### src/hdl/ocab_pkg.sv
// Shared types, constants and saturating arithmetic helpers for the
// closest approach bisection unit. No dependencies.
`default_nettype none
package ocab_pkg;

   // width of degree, coefficient index and derivative factor fields
   localparam int K_BITS = 4;

   localparam logic signed [63:0] FIVE_Q32  = 64'sd21474836480;
   localparam logic        [63:0] COS_SCALE = 64'd100000000000;
   localparam logic signed [63:0] S64_MAX   = {1'b0, {63{1'b1}}};
   localparam logic signed [63:0] S64_MIN   = {1'b1, {63{1'b0}}};

   // input word operation codes
   localparam logic REQ_LOAD  = 1'b0;
   localparam logic REQ_SOLVE = 1'b1;

   // configuration register indexes
   localparam logic [2:0] REG_DEGREE     = 3'd0;
   localparam logic [2:0] REG_MAX_ITERS  = 3'd1;
   localparam logic [2:0] REG_MEAN_TIME  = 3'd2;
   localparam logic [2:0] REG_MEAN_X     = 3'd3;
   localparam logic [2:0] REG_MEAN_Y     = 3'd4;
   localparam logic [2:0] REG_MEAN_Z     = 3'd5;
   localparam logic [2:0] REG_START_TIME = 3'd6;
   localparam logic [2:0] REG_STOP_TIME  = 3'd7;

   // register updates of the datapath
   typedef enum logic [4:0] {
      OP_NONE, OP_INIT, OP_T_LO, OP_T_MID, OP_TC, OP_PINIT, OP_PADD, OP_POS,
      OP_DL, OP_VINIT, OP_VADD, OP_VEL, OP_ZERO, OP_SHR_VEL, OP_SHR_DL,
      OP_SHR_STEP, OP_SAVE_A, OP_SAVE_B, OP_SQ_CLR, OP_ACC_D, OP_ACC_NA,
      OP_ACC_NB, OP_SAVE_NA, OP_SAVE_NB, OP_SAVE_BIG, OP_HIT, OP_SGNLO,
      OP_BRACKET, OP_MID, OP_OUT
   } dp_op_type;

   // multiplier operand pairs
   typedef enum logic [2:0] {
      MS_ACC_TC, MS_A_B, MS_A_A, MS_B_B, MS_D_SCALE, MS_NA_NB
   } msel_type;

   // purpose of the evaluation in progress
   typedef enum logic [1:0] {EV_FIRST, EV_LOOP, EV_FINAL} ev_type;

   typedef struct packed {
      dp_op_type           op;
      logic                rd;
      logic                mul_go;
      msel_type            msel;
      logic                sqrt_go;
      logic                sqrt_sel;
      logic                load_we;
      logic [1:0]          axis;
      logic [K_BITS-1:0]   k;
      logic [K_BITS-1:0]   fac;
      logic [1:0]          idx;
      logic [9:0]          itr;
      logic                conv;
   } dp_cmd_type;

   typedef struct packed {
      logic mul_busy;
      logic sqrt_busy;
      logic sh_ok;
      logic zero_vec;
      logic hit;
   } dp_stat_type;

   typedef struct packed {
      logic signed [63:0] mean_time;
      logic signed [63:0] mean_x;
      logic signed [63:0] mean_y;
      logic signed [63:0] mean_z;
      logic signed [63:0] start_time;
      logic signed [63:0] stop_time;
   } dp_cfg_type;

   function automatic logic signed [63:0] sat_add(input logic signed [63:0] a,
                                                  input logic signed [63:0] b);
      logic signed [64:0] s;
      s = {a[63], a} + {b[63], b};
      if (s[64] != s[63]) return s[64] ? S64_MIN : S64_MAX;
      return s[63:0];
   endfunction

   function automatic logic signed [63:0] sat_sub(input logic signed [63:0] a,
                                                  input logic signed [63:0] b);
      logic signed [64:0] s;
      s = {a[63], a} - {b[63], b};
      if (s[64] != s[63]) return s[64] ? S64_MIN : S64_MAX;
      return s[63:0];
   endfunction

   // floor((a + b) / 2)
   function automatic logic signed [63:0] mid_of(input logic signed [63:0] a,
                                                 input logic signed [63:0] b);
      logic signed [64:0] s;
      s = {a[63], a} + {b[63], b};
      return s[64:1];
   endfunction

   // floor(+-p / 2^32) saturated, p a 128-bit magnitude
   function automatic logic signed [63:0] q32_of(input logic [127:0] p,
                                                 input logic neg);
      logic [63:0] q;
      logic [63:0] m;
      q = p[95:32];
      m = q + {63'd0, |p[31:0]};
      if (|p[127:96]) return neg ? S64_MIN : S64_MAX;
      if (!neg) return q[63] ? S64_MAX : q;
      if (q[63] || m[63]) return S64_MIN;
      return -m;
   endfunction

endpackage
`default_nettype wire

### src/hdl/ocab_ctrl.sv
// Controller: sequences evaluations, the vector steps and the bisection loop.
// Depends on ocab_pkg; drives the datapath through dp_cmd_type.
`default_nettype none
module ocab_ctrl (
   input  wire logic                          clock,
   input  wire logic                          reset,
   input  wire logic                          start,
   input  wire logic                          req_op,
   input  wire logic [ocab_pkg::K_BITS-1:0]   deg,
   input  wire logic [9:0]                    iter_limit,
   input  wire ocab_pkg::dp_stat_type         stat,
   output ocab_pkg::dp_cmd_type               cmd,
   output logic                               busy
);
   import ocab_pkg::*;

   typedef enum logic [36:0] {
      S_IDLE  = 37'd1 << 0,  S_TLO   = 37'd1 << 1,  S_TC    = 37'd1 << 2,
      S_PRD0  = 37'd1 << 3,  S_PINIT = 37'd1 << 4,  S_PMUL  = 37'd1 << 5,
      S_PWAIT = 37'd1 << 6,  S_POS   = 37'd1 << 7,  S_DL    = 37'd1 << 8,
      S_VRD0  = 37'd1 << 9,  S_VINIT = 37'd1 << 10, S_VMUL  = 37'd1 << 11,
      S_VWAIT = 37'd1 << 12, S_VEL   = 37'd1 << 13, S_ZCHK  = 37'd1 << 14,
      S_SHA   = 37'd1 << 15, S_SHBL  = 37'd1 << 16, S_SHB   = 37'd1 << 17,
      S_SQCLR = 37'd1 << 18, S_DMUL  = 37'd1 << 19, S_DWAIT = 37'd1 << 20,
      S_AMUL  = 37'd1 << 21, S_AWAIT = 37'd1 << 22, S_BMUL  = 37'd1 << 23,
      S_BWAIT = 37'd1 << 24, S_SQA   = 37'd1 << 25, S_SQAW  = 37'd1 << 26,
      S_SQB   = 37'd1 << 27, S_SQBW  = 37'd1 << 28, S_HMUL1 = 37'd1 << 29,
      S_HW1   = 37'd1 << 30, S_HMUL2 = 37'd1 << 31, S_HW2   = 37'd1 << 32,
      S_EVDN  = 37'd1 << 33, S_MID0  = 37'd1 << 34, S_LOOP  = 37'd1 << 35,
      S_TMID  = 37'd1 << 36
   } state_type;

   state_type         state_ff, state_in;
   logic [1:0]        ax_ff, ax_in, i_ff, i_in;
   logic [K_BITS-1:0] k_ff, k_in;
   logic [9:0]        itr_ff, itr_in;
   logic              conv_ff, conv_in;
   ev_type            ev_ff, ev_in;

   always_ff @(posedge clock) begin
      if (reset) begin
         state_ff <= S_IDLE;
         ax_ff    <= '0;
         i_ff     <= '0;
         k_ff     <= '0;
         itr_ff   <= '0;
         conv_ff  <= 1'b0;
         ev_ff    <= EV_FIRST;
      end else begin
         state_ff <= state_in;
         ax_ff    <= ax_in;
         i_ff     <= i_in;
         k_ff     <= k_in;
         itr_ff   <= itr_in;
         conv_ff  <= conv_in;
         ev_ff    <= ev_in;
      end
   end

   always_comb begin
      state_in = state_ff;
      ax_in    = ax_ff;
      i_in     = i_ff;
      k_in     = k_ff;
      itr_in   = itr_ff;
      conv_in  = conv_ff;
      ev_in    = ev_ff;
      cmd      = '0;
      cmd.axis = ax_ff;
      cmd.k    = k_ff;
      cmd.fac  = deg - k_ff;
      cmd.idx  = i_ff;
      cmd.itr  = itr_ff;
      cmd.conv = conv_ff;

      unique case (state_ff)
         // take a word: loads finish here, solves start the search
         S_IDLE: begin
            if (start) begin
               if (req_op == REQ_SOLVE) begin
                  cmd.op   = OP_INIT;
                  itr_in   = '0;
                  conv_in  = 1'b0;
                  state_in = S_TLO;
               end else begin
                  cmd.load_we = 1'b1;
               end
            end
         end
         S_TLO: begin
            cmd.op   = OP_T_LO;
            ev_in    = EV_FIRST;
            state_in = S_TC;
         end
         S_TC: begin
            cmd.op   = OP_TC;
            ax_in    = '0;
            state_in = S_PRD0;
         end
         // position by Horner's rule
         S_PRD0: begin
            cmd.rd   = 1'b1;
            cmd.k    = '0;
            state_in = S_PINIT;
         end
         S_PINIT: begin
            cmd.op   = OP_PINIT;
            k_in     = K_BITS'(1);
            state_in = (deg == '0) ? S_POS : S_PMUL;
         end
         S_PMUL: begin
            cmd.rd     = 1'b1;
            cmd.mul_go = 1'b1;
            cmd.msel   = MS_ACC_TC;
            state_in   = S_PWAIT;
         end
         S_PWAIT: begin
            if (!stat.mul_busy) begin
               cmd.op = OP_PADD;
               if (k_ff == deg) begin
                  state_in = S_POS;
               end else begin
                  k_in     = k_ff + K_BITS'(1);
                  state_in = S_PMUL;
               end
            end
         end
         S_POS: begin
            cmd.op   = OP_POS;
            state_in = S_DL;
         end
         S_DL: begin
            cmd.op   = OP_DL;
            state_in = S_VRD0;
         end
         // velocity as the derivative polynomial
         S_VRD0: begin
            cmd.rd   = 1'b1;
            cmd.k    = '0;
            state_in = S_VINIT;
         end
         S_VINIT: begin
            cmd.op   = OP_VINIT;
            cmd.fac  = deg;
            k_in     = K_BITS'(1);
            state_in = (deg <= K_BITS'(1)) ? S_VEL : S_VMUL;
         end
         S_VMUL: begin
            cmd.rd     = 1'b1;
            cmd.mul_go = 1'b1;
            cmd.msel   = MS_ACC_TC;
            state_in   = S_VWAIT;
         end
         S_VWAIT: begin
            if (!stat.mul_busy) begin
               cmd.op = OP_VADD;
               if (k_ff == deg - K_BITS'(1)) begin
                  state_in = S_VEL;
               end else begin
                  k_in     = k_ff + K_BITS'(1);
                  state_in = S_VMUL;
               end
            end
         end
         S_VEL: begin
            cmd.op = OP_VEL;
            if (ax_ff == 2'd2) begin
               state_in = S_ZCHK;
            end else begin
               ax_in    = ax_ff + 2'd1;
               state_in = S_PRD0;
            end
         end
         // zero vectors count as met, else scale both vectors
         S_ZCHK: begin
            if (stat.zero_vec) begin
               cmd.op   = OP_ZERO;
               state_in = S_EVDN;
            end else begin
               cmd.op   = OP_SHR_VEL;
               state_in = S_SHA;
            end
         end
         S_SHA: begin
            if (stat.sh_ok) begin
               cmd.op   = OP_SAVE_A;
               state_in = S_SHBL;
            end else begin
               cmd.op = OP_SHR_STEP;
            end
         end
         S_SHBL: begin
            cmd.op   = OP_SHR_DL;
            state_in = S_SHB;
         end
         S_SHB: begin
            if (stat.sh_ok) begin
               cmd.op   = OP_SAVE_B;
               state_in = S_SQCLR;
            end else begin
               cmd.op = OP_SHR_STEP;
            end
         end
         // dot product and squared norms, one component at a time
         S_SQCLR: begin
            cmd.op   = OP_SQ_CLR;
            i_in     = '0;
            state_in = S_DMUL;
         end
         S_DMUL: begin
            cmd.mul_go = 1'b1;
            cmd.msel   = MS_A_B;
            state_in   = S_DWAIT;
         end
         S_DWAIT: begin
            if (!stat.mul_busy) begin
               cmd.op   = OP_ACC_D;
               state_in = S_AMUL;
            end
         end
         S_AMUL: begin
            cmd.mul_go = 1'b1;
            cmd.msel   = MS_A_A;
            state_in   = S_AWAIT;
         end
         S_AWAIT: begin
            if (!stat.mul_busy) begin
               cmd.op   = OP_ACC_NA;
               state_in = S_BMUL;
            end
         end
         S_BMUL: begin
            cmd.mul_go = 1'b1;
            cmd.msel   = MS_B_B;
            state_in   = S_BWAIT;
         end
         S_BWAIT: begin
            if (!stat.mul_busy) begin
               cmd.op = OP_ACC_NB;
               if (i_ff == 2'd2) begin
                  state_in = S_SQA;
               end else begin
                  i_in     = i_ff + 2'd1;
                  state_in = S_DMUL;
               end
            end
         end
         // norms
         S_SQA: begin
            cmd.sqrt_go  = 1'b1;
            cmd.sqrt_sel = 1'b0;
            state_in     = S_SQAW;
         end
         S_SQAW: begin
            if (!stat.sqrt_busy) begin
               cmd.op   = OP_SAVE_NA;
               state_in = S_SQB;
            end
         end
         S_SQB: begin
            cmd.sqrt_go  = 1'b1;
            cmd.sqrt_sel = 1'b1;
            state_in     = S_SQBW;
         end
         S_SQBW: begin
            if (!stat.sqrt_busy) begin
               cmd.op   = OP_SAVE_NB;
               state_in = S_HMUL1;
            end
         end
         // cosine threshold: |D| * 1e11 against na * nb
         S_HMUL1: begin
            cmd.mul_go = 1'b1;
            cmd.msel   = MS_D_SCALE;
            state_in   = S_HW1;
         end
         S_HW1: begin
            if (!stat.mul_busy) begin
               cmd.op   = OP_SAVE_BIG;
               state_in = S_HMUL2;
            end
         end
         S_HMUL2: begin
            cmd.mul_go = 1'b1;
            cmd.msel   = MS_NA_NB;
            state_in   = S_HW2;
         end
         S_HW2: begin
            if (!stat.mul_busy) begin
               cmd.op   = OP_HIT;
               state_in = S_EVDN;
            end
         end
         // evaluation finished: act on its purpose
         S_EVDN: begin
            unique case (ev_ff)
               EV_FIRST: begin
                  cmd.op   = OP_SGNLO;
                  state_in = S_MID0;
               end
               EV_LOOP: begin
                  cmd.op   = OP_BRACKET;
                  conv_in  = stat.hit;
                  itr_in   = itr_ff + 10'd1;
                  state_in = S_LOOP;
               end
               default: begin
                  cmd.op   = OP_OUT;
                  state_in = S_IDLE;
               end
            endcase
         end
         S_MID0: begin
            cmd.op   = OP_MID;
            state_in = S_LOOP;
         end
         S_LOOP: begin
            if (!conv_ff && (itr_ff < iter_limit)) begin
               cmd.op = OP_MID;
               ev_in  = EV_LOOP;
            end else begin
               ev_in  = EV_FINAL;
            end
            state_in = S_TMID;
         end
         S_TMID: begin
            cmd.op   = OP_T_MID;
            state_in = S_TC;
         end
         default: state_in = S_IDLE;
      endcase
   end

   assign busy = (state_ff != S_IDLE);
endmodule
`default_nettype wire

### config.mk
export PLATFORM = sky130hd
export DESIGN_NAME = ocab_ctrl
export DESIGN_NICKNAME = d
export VERILOG_FILES = /design/src/hdl/ocab_pkg.sv /design/src/hdl/ocab_ctrl.sv
export SDC_FILE = /design/constraint.sdc
export NUM_CORES = 1
export LEC_CHECK = 0
export ABC_CLOCK_PERIOD_IN_PS = 3300
export BUFFER_PORTS_ARGS = -buffer_cell sky130_fd_sc_hd__buf_2
export CAP_MARGIN = 15
export CORE_MARGIN = 2
export CORE_UTILIZATION = 30
export CTS_CLUSTER_DIAMETER = 50
export DETAILED_ROUTE_END_ITERATION = 8
export HOLD_SLACK_MARGIN = 0.05
export PLACE_DENSITY_LB_ADDON = 0.25
export SLEW_MARGIN = 10
export SYNTH_ARGS = -nofsm -noshare
export SYNTH_HDL_FRONTEND = slang
export SYNTH_SLANG_ARGS = --single-unit
export TNS_END_PERCENT = 20
### constraint.sdc
create_clock -name clock -period 3.3 [get_ports clock]
set_input_delay 0.33 -clock clock [delete_from_list [all_inputs] [get_ports clock]]
set_output_delay 0.33 -clock clock [all_outputs]
set_load 0.01 [all_outputs]
Word level (Yosys, flattened, before mapping)
Index checks and enable logic that the tools add are counted.
- equality and inequality tests: 61
- reduce and logical (&&, ||, !) cells: 19
- add/sub/neg operators: 6
- multiplexer cells: 67
- magnitude comparators: 2
- operators with widths (kind ; count):
    one-hot mux 37 bit (36 select lines) ; 1
    two-way mux 37 bit ; 13
    one-hot mux 5 bit (26 select lines) ; 1
    one-hot mux 36 bit (2 select lines) ; 1
    two-way mux 5 bit ; 10
    equality test 37 x 1 -> 1 bit (second input constant) ; 1
    equality test 37 x 10 -> 1 bit (second input constant) ; 1
    equality test 37 x 11 -> 1 bit (second input constant) ; 1
    equality test 37 x 12 -> 1 bit (second input constant) ; 1
    equality test 37 x 13 -> 1 bit (second input constant) ; 1
    equality test 37 x 14 -> 1 bit (second input constant) ; 1
    equality test 37 x 15 -> 1 bit (second input constant) ; 1
    equality test 37 x 16 -> 1 bit (second input constant) ; 1
    equality test 37 x 17 -> 1 bit (second input constant) ; 1
    equality test 37 x 18 -> 1 bit (second input constant) ; 1
    equality test 37 x 19 -> 1 bit (second input constant) ; 1
    equality test 37 x 2 -> 1 bit (second input constant) ; 1
    equality test 37 x 20 -> 1 bit (second input constant) ; 1
    equality test 37 x 21 -> 1 bit (second input constant) ; 1
    equality test 37 x 22 -> 1 bit (second input constant) ; 1
    equality test 37 x 23 -> 1 bit (second input constant) ; 1
    equality test 37 x 24 -> 1 bit (second input constant) ; 1
    equality test 37 x 25 -> 1 bit (second input constant) ; 1
    equality test 37 x 26 -> 1 bit (second input constant) ; 1
    59 further kinds ; 110
- bits in registers: 58
- word-level logic and storage cells: 162
- input bits: 23
- output and inout bits: 37

Longest topological paths before layout
Gate-level depths: netlist of run 1.
- depth after elaboration: 5
- mapped depth: 9
- gate-level depth less buffers: 9

Worst setup path before layout of run 1
OpenSTA, ideal clock, no wires.
- path kind: flip-flop to output port
- start point: reg state_ff[26]
- end point: out cmd[34] in the netlist's numbering
- required time: 2.970 ns
- setup slack: 0.596 ns
- data arrival time: 2.374 ns
- buffers on the path: 2
- stages on the path, launching flop included: 9
- cells stage by stage: dfxtp_1 buf_2 nor4_2 nand4_2 buf_2 or4_4 a2111oi_2 o21ai_1 nand4b_1
- RTL lines (item ; line ; source):
    start, declared ; ocab_ctrl.sv:33 ; state_type state_ff, state_in;
    start signal, assigned ; ocab_ctrl.sv:50 ; state_ff <= state_in;
    end, declared ; ocab_ctrl.sv:12 ; output ocab_pkg::dp_cmd_type cmd,

==> impl_results.md, run 1 <==
- Vias in the first global route: 3884
- Clock tree sinks: 58
- Post-synth EDFFs: 0
- CP peak stage delay: 470 ps
- Synthesized netlist cell count: 495
- Post-Syn Nets: 537
- # IOs: 60
- Final TNS setup: 0 ps
- Arr. time, crit path: 2930 ps
- Worst Tran Pin Value: 756 ps
- Final WL: 12.4 mm
- Post-Place Cells: 732
- First-pass DRT Iterations: 5
- Post-DR wirelength/cell: 16.5 um
- WP buf/inv: 2
- Design area: 0.00490 mm^2
- Die Width: 118 um
- Die area: 0.0140 mm^2
- Mean number of vias per cell: 5.50
- CP max FO: 8
- Startpoint types: flop
- Post-Syn Area: 0.00392 mm^2
- Slew Viols, Final: 0
- Dpl hpwl: 9.55 mm
- # rows: 41
- Pin count of the biggest net entering global routing: 26
- Fin cells: 751
- CTS tree: yes
- Starting Density: 0.309
- CP Capture Type: output port
- Status: complete, no violations
- RSZ-0062 raised after global routing: true
- Final hold violation count: 0
- WP data required: 2970 ps
- PortBufs: 59
- Reg clk slew, reported paths: 50 ps
- Critical path's slowest cell: nor4_2
- CP delay by family, top: simple AND/OR/NAND/NOR gates
- Hold_ws: 251 ps
- Final clock skew: 6.12 ps
- Area Overhead vs Synth: 25.0%
- Synth top area share: 0.296
- Global route overflow: 0
- Synth area leaders: dfxtp_1 (30%), ha_1 (5.8%), nor2_1 (5.3%)
- Final routed DRC violation total: 0
- Post-synth ARST share: 0
- Hold Path Class: input port to flop
- Leak Pwr: 0.00202 uW
- First-pass GRT wire length: 20.2 mm
- CTS max path bufs: 2
- Total number of vias: 4129
- Post-DRT Antenna Nets: 0
- Initial antenna violation count: 0
- Core Footprint: 0.0127 mm^2
- Max VDD drop: 204 uV
- Final period util: 0.989
- # Max-Cap Violations: 0
- Skew-Pair Late Insertion Delay: 340 ps
- Fin nets: 616
- Worst-path cell chain: nor4_2 -> nand4_2 -> buf_4 -> nor4_1 -> and4b_1 -> nor2_1 -> nand3_1 -> or4_1 -> buf_2
- Relative slew slack: 0.496
- DRT iter0 DRCs: 309
- Setup-failing EPs final: 0
- Post-synth top area cell: dfxtp_1
- Sequential element share of the synthesized area: 0.296
- Syn avg cell area: 7.91 um^2
- Htree depth: 3
- CTS Root Cell: clkbuf_16
- Most used DFF post-synth: dfxtp_1
- Achievable Freq: 0.306 GHz
- Cell Area, Placed: 0.00451 mm^2
- YS warnings: 0
- Synth Register Bits: 58
- ANT cells: 0
- DIE HEIGHT: 118 um
- Pwr dens: 420 mW/mm^2
- Setup Crit Path Kind: flop to output port
- Num CTS Buffers: 9
- Share of cells above drive strength 1: 0.211
- Minimum clock period: 3260 ps
- Hold-fix buffers, CTS: 0
- GPL Wtd Cong: 0.985
- Library cells used by synthesis: 61
- GRT Total Usage: 0.181
## cells in the mapped netlist (3+ instances only)
| cell type | instances |
|---|---|
| a21oi_1 | 41 |
| a31oi_1 | 3 |
| and2_1 | 5 |
| and3_1 | 3 |
| buf_2 | 6 |
| clkbuf_1 | 6 |
| dfxtp_1 | 58 |
| ha_1 | 18 |
| inv_1 | 26 |
| mux2i_1 | 4 |
| nand2_1 | 31 |
| nand2b_1 | 10 |
| nand3_1 | 24 |
| nand3b_1 | 5 |
| nand4_1 | 11 |
| nand4b_1 | 8 |
| nor2_1 | 55 |
| nor2b_1 | 11 |
| nor3_1 | 15 |
| nor3b_1 | 3 |
| nor4_1 | 20 |
| nor4_2 | 7 |
| nor4_4 | 3 |
| nor4b_1 | 6 |
| o211ai_1 | 5 |
| o21ai_0 | 24 |
| or2_2 | 3 |
| or3_1 | 17 |
| or4_1 | 13 |
| xnor2_1 | 10 |
| xor2_1 | 6 |
## layout make-up
| cell class | instances | area (um^2) |
|---|---|---|
| Inverter | 26 | 97.6 |
| Multi-Input combinational cell | 397 | 2640 |
| Clock inverter | 5 | 77.6 |
| Clock buffer | 11 | 243 |
| Timing Repair Buffer | 82 | 468 |
| Sequential cell | 58 | 1160 |
| Fill cell | 1302 | 7770 |
| Tap cell | 172 | 215 |
## power breakdown
part / total (uW) / leakage, uW / switching [uW] / internal [uW]
Clock: 1010 / 0.000156 / 337 / 678
Sequential: 724 / 0.000468 / 14.1 / 710
Combinational: 319 / 0.00139 / 194 / 126
## routing by layer
layer	vias to the layer above	part of all wire	track usage
li1	2009	-	-
met2	150	0.47	0.292
met4	0	0.037	0.0979
met5	-	0	0
met1	1939	0.43	0.224
met3	31	0.062	0.0372
## path summary, 6_finish.rpt
path,from,end,slack (ps),depth (start not counted)
max,state_ff[28],cmd[31],40,9
min,stat[0],conv_ff,250,3
max reg2reg,state_ff[28],state_ff[0],470,9
min reg2reg,ax_ff[0],ax_ff[0],470,2
## tightest hold or removal path, cell delays in order
cell	delay, ps
buf_2	90
mux2i_1	60
nor2_1	70
## cell families (layout without fill, tap and decap cells)
| logic type | Yosys count | count (layout) | synth area share |
|---|---|---|---|
| fa+ha+maj | 19 | 19 | 0.0626 |
| xor+xnor | 16 | 16 | 0.0358 |
| mux | 4 | 4 | 0.0102 |
| simple gates | 263 | 263 | 0.404 |
| flops | 58 | 58 | 0.296 |
| buf+inv | 40 | 124 | 0.0431 |
| compound gates | 95 | 95 | 0.147 |
## state kept, by name, indices dropped and copies added (netlist names)
name      cells
conv_ff       1
i_ff          2
k_ff          4
state_ff     37
ax_ff         2
ev_ff         2
itr_ff       10
## cells in the final DEF (no fill, tap or decap), types with 4 or more instances in the layout
cell type and instances:
buf_2 59, dfxtp_1 58, nor2_1 55, a21oi_1 41, nand2_1 31, inv_1 26, o21ai_0 24, nand3_1 24
buf_4 23, nor4_1 18, ha_1 18, or3_1 17, nor3_1 15, or4_1 13, nand4_1 11, nor2b_1 11
nand2b_1 10, xnor2_1 10, clkbuf_16 9, nand4b_1 8, nor4_4 6, nor4_2 6, xor2_1 6, nor4b_1 6
nand3b_1 5, o211ai_1 5, and2_1 5, mux2i_1 4
## repair_timing
action	in CTS	in global routing
pin swaps	1	2
resized for setup	2	5
buffers inserted	1	2
endpoints found under the setup margin	9	13
## metrics by stage
stage          worst slack (ps)  utilization  total power [uW]
2_1_floorplan               596            -               924
3_3_place_gp               91.7        0.356              1050
3_5_place_dp               97.4        0.356              1050
4_1_cts                   -42.2        0.382              2060
5_1_grt                   -75.2        0.386              2130
6_report                   36.1        0.386              2060
Power figures use the tool's default switching activity.
==> inputs of run 2 (changes only) <==
--- a/config.mk
+++ b/config.mk
@@ -12,6 +12,7 @@
 export CORE_UTILIZATION = 30
 export CTS_CLUSTER_DIAMETER = 50
 export DETAILED_ROUTE_END_ITERATION = 8
+export GPL_TIMING_DRIVEN = 0
 export HOLD_SLACK_MARGIN = 0.05
 export PLACE_DENSITY_LB_ADDON = 0.25
 export SLEW_MARGIN = 10
==> impl_results.md, run 2 (same netlist as run 1, synthesis figures left out) <==
- Status: complete, no violations
- GRT Total Usage: 0.182 (+0.000794)
- DIE HEIGHT: 118 um (unchanged)
- First-pass GRT wire length: 20.2 mm (+0.17%)
- Arr. time, crit path: 2940 ps (about the same)
- Design area: 0.00490 mm^2 (+0.15%)
- Final hold violation count: 0 (unchanged)
- Layout fillers: 1328 (+2.0%)
- Clock Power Share: 0.480 (-0.013)
- PortBufs: 58 (-1.7%)
- Clock tree sinks: 58 (unchanged)
- Post-DRT Antenna Nets: 0 (unchanged)
- Pin count of the biggest net entering global routing: 11 (-58%)
- Slew Viols, Final: 0 (unchanged)
- CTS tree: yes
- Final TNS setup: 0 ps (unchanged)
- Core Footprint: 0.0127 mm^2 (unchanged)
- Cell Area, Placed: 0.00442 mm^2 (-1.9%)
- CTS Root Cell: clkbuf_16
- Total number of vias: 4184 (+1.3%)
- RSZ-0062 raised after global routing: true
- Critical path origin: state_ff[26]
- Initial antenna violation count: 0 (unchanged)
- Most common cell after layout, fill and taps aside: buf_2
- Most frequent cells in the layout: buf_2 (64), dfxtp_1 (58), nor2_1 (55)
- Worst Tran Pin Value: 899 ps (+143 ps)
- DRT iter0 DRCs: 283 (-8.4%)
- Sw Ratio: 0.274 (+0.00890)
- Fin cells: 749 (-0.27%)
- Share of cells above drive strength 1: 0.211 (+0.000730)
- Flop pwr share: 0.364 (+0.012)
- Switching pwr: 545 uW (about the same)
- Max VDD drop: 218 uV (+6.5%)
- Hold Path Class: input port to flop
- # IOs: 60 (unchanged)
- Minimum clock period: 3270 ps (+3.19 ps)
- # Max-Cap Violations: 0 (unchanged)
- Crit path capture: cmd[31]
- # rows: 41 (unchanged)
- CP max FO: 9 (+1)
- Reg area: 0.00116 mm^2 (unchanged)
- R2r setup slk: 100 ps (-370 ps)
- Largest regs: state_ff: 37 flops, itr_ff: 10 flops, k_ff: 4 flops
- Post-DR wirelength/cell: 17.0 um (+2.8%)
- Htree depth: 3 (unchanged)
- ANT cells: 0 (unchanged)
- Final routed DRC violation total: 0 (unchanged)
- Achievable Freq: 0.306 GHz (about the same)
- Final clock skew: 11.0 ps (+4.88 ps)
- CTS max path bufs: 2 (unchanged)
- Combinational power share: 0.157 (+0.002)
- Post-Place Cells: 725 (-0.96%)
- Vias in the first global route: 3926 (+1.1%)
- Num CTS Buffers: 9 (unchanged)
- Setup Crit Path Kind: flop to output port
- Final period util: 0.990 (about the same)
- First-pass DRT Iterations: 5 (unchanged)
- Area occupied by multi-input gates: 0.00270 mm^2 (+2.6%)
- GPL Wtd Cong: 0.913 (-7.3%)
- Die area: 0.0140 mm^2 (unchanged)
- Startpoint types: flop
- Final WL: 12.7 mm (+2.6%)
- Die Width: 118 um (unchanged)
- RR Startpoint: state_ff[26]
- Reg clk slew, reported paths: 50 ps (about the same)
- CP Capture Type: output port
- Fin nets: 614 (-0.32%)
- Relative slew slack: 0.392 (-0.104)
- Setup-failing EPs final: 0 (unchanged)
- Starting Density: 0.309 (unchanged)
- Worst Reg-to-Reg Cells: 11 (+2)
- Hold-fix buffers, CTS: 0 (unchanged)
- Internal: 1450 uW (-4.4%)
- Biggest register: state_ff
- Dpl hpwl: 9.66 mm (+1.2%)
- Reg2reg end: state_ff[17]
- Largest register FFs: 37 (unchanged)
- Leak Pwr: 0.00198 uW (-1.8%)
- Skew-Pair Late Insertion Delay: 340 ps (about the same)
- Global route overflow: 0 (unchanged)
- Pwr dens: 406 mW/mm^2 (-3.4%)
- Area Overhead vs Synth: 25.2%
- Mean number of vias per cell: 5.59 (+1.6%)
- WP data required: 2970 ps (about the same)
==> run 2: cell types whose count changed in the layout (fill, tap and decap cells not counted), moves of 2 or more <==
cell      change
buf_4        -14
nor4_1        -8
clkbuf_1      +6
nor4_2        +6
buf_2         +5
nor4_4        +2
==> run 2: worst max-delay path, cell delays in order, from the launching register on <==
cell,delay (ps)
dfxtp_1,290
buf_2,160
nor4_2,390
nand4_2,230
buf_4,230
buf_4,160
nor4b_1,630
a31oi_1,120
o21ai_0,110
or4_1,150
buf_2,130
==> run 2: metrics by stage <==
stage	hold WS [ps]	setup WS [ps]	utilization	power, uW
2_1_floorplan	407	596	-	924
3_3_place_gp	460	-53.5	0.349	1020
3_5_place_dp	467	-70.4	0.349	1030
4_1_cts	226	22.2	0.382	2010
5_1_grt	245	-168	0.387	2080
6_report	234	32.9	0.387	1990
==> run 2: power by group through the flow <==
stage	registers (uW)	clock network, uW	logic, uW
final	724	956	312
after global routing	727	1010	342
after CTS	724	981	306
after detailed placement	736	0	292
after global placement	736	0	289
after floorplan	734	0	190
==> run 2: final cells by class <==
cell class,instances,area share
Clock inverter,4,0.0102
Timing Repair Buffer,66,0.0714
Inverter,26,0.0199
Tap cell,172,0.0439
Multi-Input combinational cell,397,0.551
Sequential cell,58,0.237
Clock buffer,12,0.0523
Buffer,14,0.0145
==> run 2: how the worst min path moves through the flow <==
stage | from | to | slack (ps) | depth (start not counted)
global placement | ax_ff[0] | ax_ff[0] | 460 | 2
CTS | stat[0] | conv_ff | 230 | 3
floorplan | reset | state_ff[16] | 410 | 1
finish | stat[0] | conv_ff | 230 | 3
global route | stat[0] | conv_ff | 250 | 3
detailed placement | ax_ff[0] | ax_ff[0] | 470 | 2
==> run 2: metal layers <==
| metal | GRT usage | vias to the layer above | part of all wire |
|---|---|---|---|
| li1 | - | 2005 | - |
| met4 | 0.0813 | 0 | 0.029 |
| met5 | 0 | - | 0 |
| met1 | 0.228 | 2010 | 0.44 |
| met3 | 0.0420 | 27 | 0.058 |
| met2 | 0.295 | 142 | 0.47 |
==> run 2: what timing repair did <==
action | in CTS | in global routing
resized for setup | 9 | 8
endpoints found under the setup margin | 15 | 25
buffers inserted | 7 | 1
pin swaps | 5 | 1
==> inputs of run 3 (changes only) <==
--- a/config.mk
+++ b/config.mk
@@ -5,7 +5,7 @@
 export SDC_FILE = /design/constraint.sdc
 export NUM_CORES = 1
 export LEC_CHECK = 0
-export ABC_CLOCK_PERIOD_IN_PS = 3300
+export ABC_CLOCK_PERIOD_IN_PS = 2700
 export BUFFER_PORTS_ARGS = -buffer_cell sky130_fd_sc_hd__buf_2
 export CAP_MARGIN = 15
 export CORE_MARGIN = 2
==> constraint.sdc (replaced) <==
create_clock -name clock -period 2.7 [get_ports clock]
set_input_delay 0.27 -clock clock [delete_from_list [all_inputs] [get_ports clock]]
set_output_delay 0.27 -clock clock [all_outputs]
set_load 0.01 [all_outputs]
==> impl_results.md, run 3 (same netlist as run 1, synthesis figures left out) <==
- GRT met3 Usage: 0.0487 (+0.00676)
- Dpl hpwl: 9.66 mm (unchanged)
- Vias in the first global route: 4101 (+4.5%)
- Layout fillers: 1261 (-5.0%)
- Setup-failing EPs final: 38 (+38)
- CTS Root Cell: clkbuf_16
- Largest register FFs: 37 (unchanged)
- ANT cells: 0 (unchanged)
- CP max FO: 5 (-4)
- Max VDD drop: 289 uV (+33%)
- Clock tree sinks: 58 (unchanged)
- Initial antenna violation count: 0 (unchanged)
- Most frequent cells in the layout: buf_2 (56), nor2_1 (52), buf_4 (45)
- Gr busiest metal: met2
- Worst Reg-to-Reg Cells: 11 (unchanged)
- # rows: 41 (unchanged)
- WP data required: 2430 ps (-540 ps)
- Failing checks: setup timing
- Pin count of the biggest net entering global routing: 11 (unchanged)
- WP buf/inv: 3 (-1)
- Post-route setup slack: -195 ps (-228 ps)
- Num CTS Buffers: 9 (unchanged)
- Final WL: 13.6 mm (+7.2%)
- Post-DRT Antenna Nets: 0 (unchanged)
- GRT Total Usage: 0.190 (+0.00895)
- Final clock skew: 11.7 ps (+0.708 ps)
- Reg clk slew, reported paths: 60 ps (about the same)
- GPL Wtd Cong: 0.913 (unchanged)
- Slew Viols, Final: 0 (unchanged)
- Startpoint types: flop
- Status: finished, violations left
- Achievable Freq: 0.345 GHz
- Die Width: 118 um (unchanged)
- First-pass DRT Iterations: 5 (unchanged)
- Final hold violation count: 0 (unchanged)
- Hold_ws: 173 ps (-60.8 ps)
- Biggest register: state_ff
- # IOs: 60 (unchanged)
- GRT met2 Usage: 0.316 (+0.0210)
- # Max-Cap Violations: 0 (unchanged)
- Worst-path cell chain: nor4_4 -> nand4_2 -> buf_6 -> nor4_4 -> and4b_2 -> buf_4 -> nor4_1 -> nand3_1 -> buf_6
- Leak Pwr: 0.00225 uW (+13%)
- CTS tree: yes
- CP delay by family, top: simple AND/OR/NAND/NOR gates
- Met1 Resource Use GR: 0.233 (+0.00501)
- Skew-Pair Late Insertion Delay: 340 ps (about the same)
- Total number of vias: 4390 (+4.9%)
- Core Footprint: 0.0127 mm^2 (unchanged)
- Largest regs: state_ff: 37 flops, itr_ff: 10 flops, k_ff: 4 flops
- Area Overhead vs Synth: 40.9%
- Pwr dens: 464 mW/mm^2 (+14%)
- DIE HEIGHT: 118 um (unchanged)
- Design area: 0.00552 mm^2 (+12%)
- Relative slew slack: 0.193 (-0.199)
- Minimum clock period: 2890 ps
- PortBufs: 58 (unchanged)
- Arr. time, crit path: 2620 ps (-320 ps)
- CTS max path bufs: 2 (unchanged)
- Worst Tran Pin Value: 1190 ps (+294 ps)
- Post-DR wirelength/cell: 17.3 um (+2.0%)
- Final period util: 1.07
- Setup Crit Path Kind: flop to output port
- DRT iter0 DRCs: 340 (+20%)
- Most common cell after layout, fill and taps aside: buf_2
- Hold path cells: 3 (unchanged)
- Htree depth: 3 (unchanged)
- First-pass GRT wire length: 21.3 mm (+5.6%)
- Hold-fix buffers, CTS: 0 (unchanged)
- Global route overflow: 0 (unchanged)
- Critical path's slowest cell: nor4_4
- Die area: 0.0140 mm^2 (unchanged)
- Mean number of vias per cell: 5.58 (-0.14%)
- CP Capture Type: output port
- Cell Area, Placed: 0.00442 mm^2 (unchanged)
- Share of cells above drive strength 1: 0.341 (+0.130)
- RSZ-0062 raised after global routing: true
- Fin nets: 652 (+6.2%)
- CP Depth: 9 (-1)
- Hold Path Class: input port to flop
- Starting Density: 0.309 (unchanged)
- Final routed DRC violation total: 0 (unchanged)
- CP peak stage delay: 380 ps (-250 ps)
[run 3: changes by cell type in the layout (fill, tap and decap cells not counted), moves of 6 or more]
cell	previous run	this run
buf_4	9	45
dfxtp_1	58	40
dfxtp_2	0	15
buf_6	1	11
nor4_4	8	17
buf_2	64	56
nor4_2	12	6
or4_1	13	7
or4_4	1	7
[run 3: where the power goes]
part           switching, uW  total (uW)  internal [uW]  leakage, uW
registers               18.3         884            865     0.000478
clock network            412        1170            762     0.000145
logic                    284         502            218      0.00162
total                    715        2560           1850      0.00225
[run 3: worst paths after layout]
| kind | startpoint | to | slack [ps] |
|---|---|---|---|
| max | state_ff[16] | cmd[33] | -190 |
| max reg2reg | state_ff[16] | state_ff[25] | -50 |
| min reg2reg | ax_ff[0] | ax_ff[0] | 470 |
| min | stat[0] | conv_ff | 170 |
[run 3: what timing repair did]
action                                  4_1_cts  5_1_grt
endpoints found under the setup margin       76       67
pin swaps                                    25       22
gates resized for setup                      68       30
buffers inserted                             30       18
[run 3: worst reg2reg max path, stage by stage, from the launching register on]
cell     delay (ps)
dfxtp_4         360
nor4_4          370
nand4_2         230
buf_6           200
buf_6           130
nor4_4          260
buf_6           170
a32oi_1         100
o21ai_1         210
or3_1           270
buf_4           250
nor3_1           70
[run 3: final cells by class]
cell class	instances	area (um^2)	share of cell area
Clock inverter	4	50.0	0.00907
Multi-Input combinational cell	397	2930	0.531
Buffer	12	86.3	0.0156
Inverter	26	97.6	0.0177
Timing Repair Buffer	106	692	0.125
Clock buffer	12	256	0.0465
Tap cell	172	215	0.0390
Sequential cell	58	1190	0.216
[run 3: routing by layer]
layer  vias up  part of all wire
li1       2080                 -
met1      2081              0.43
met2       191              0.48
met3        38             0.059
met4         0             0.034
met5         -                 0
[run 3: through the flow]
stage	total power (uW)	cells	TNS [ps]	util	setup slack, ps
2_1_floorplan	1130	495	0	-	56.4
3_3_place_gp	1250	725	-26540	0.349	-602
3_5_place_dp	1260	725	-25590	0.349	-610
4_1_cts	2530	769	-1050	0.416	-167
5_1_grt	2660	787	-7950	0.435	-373
6_report	2560	787	-2210	0.435	-195
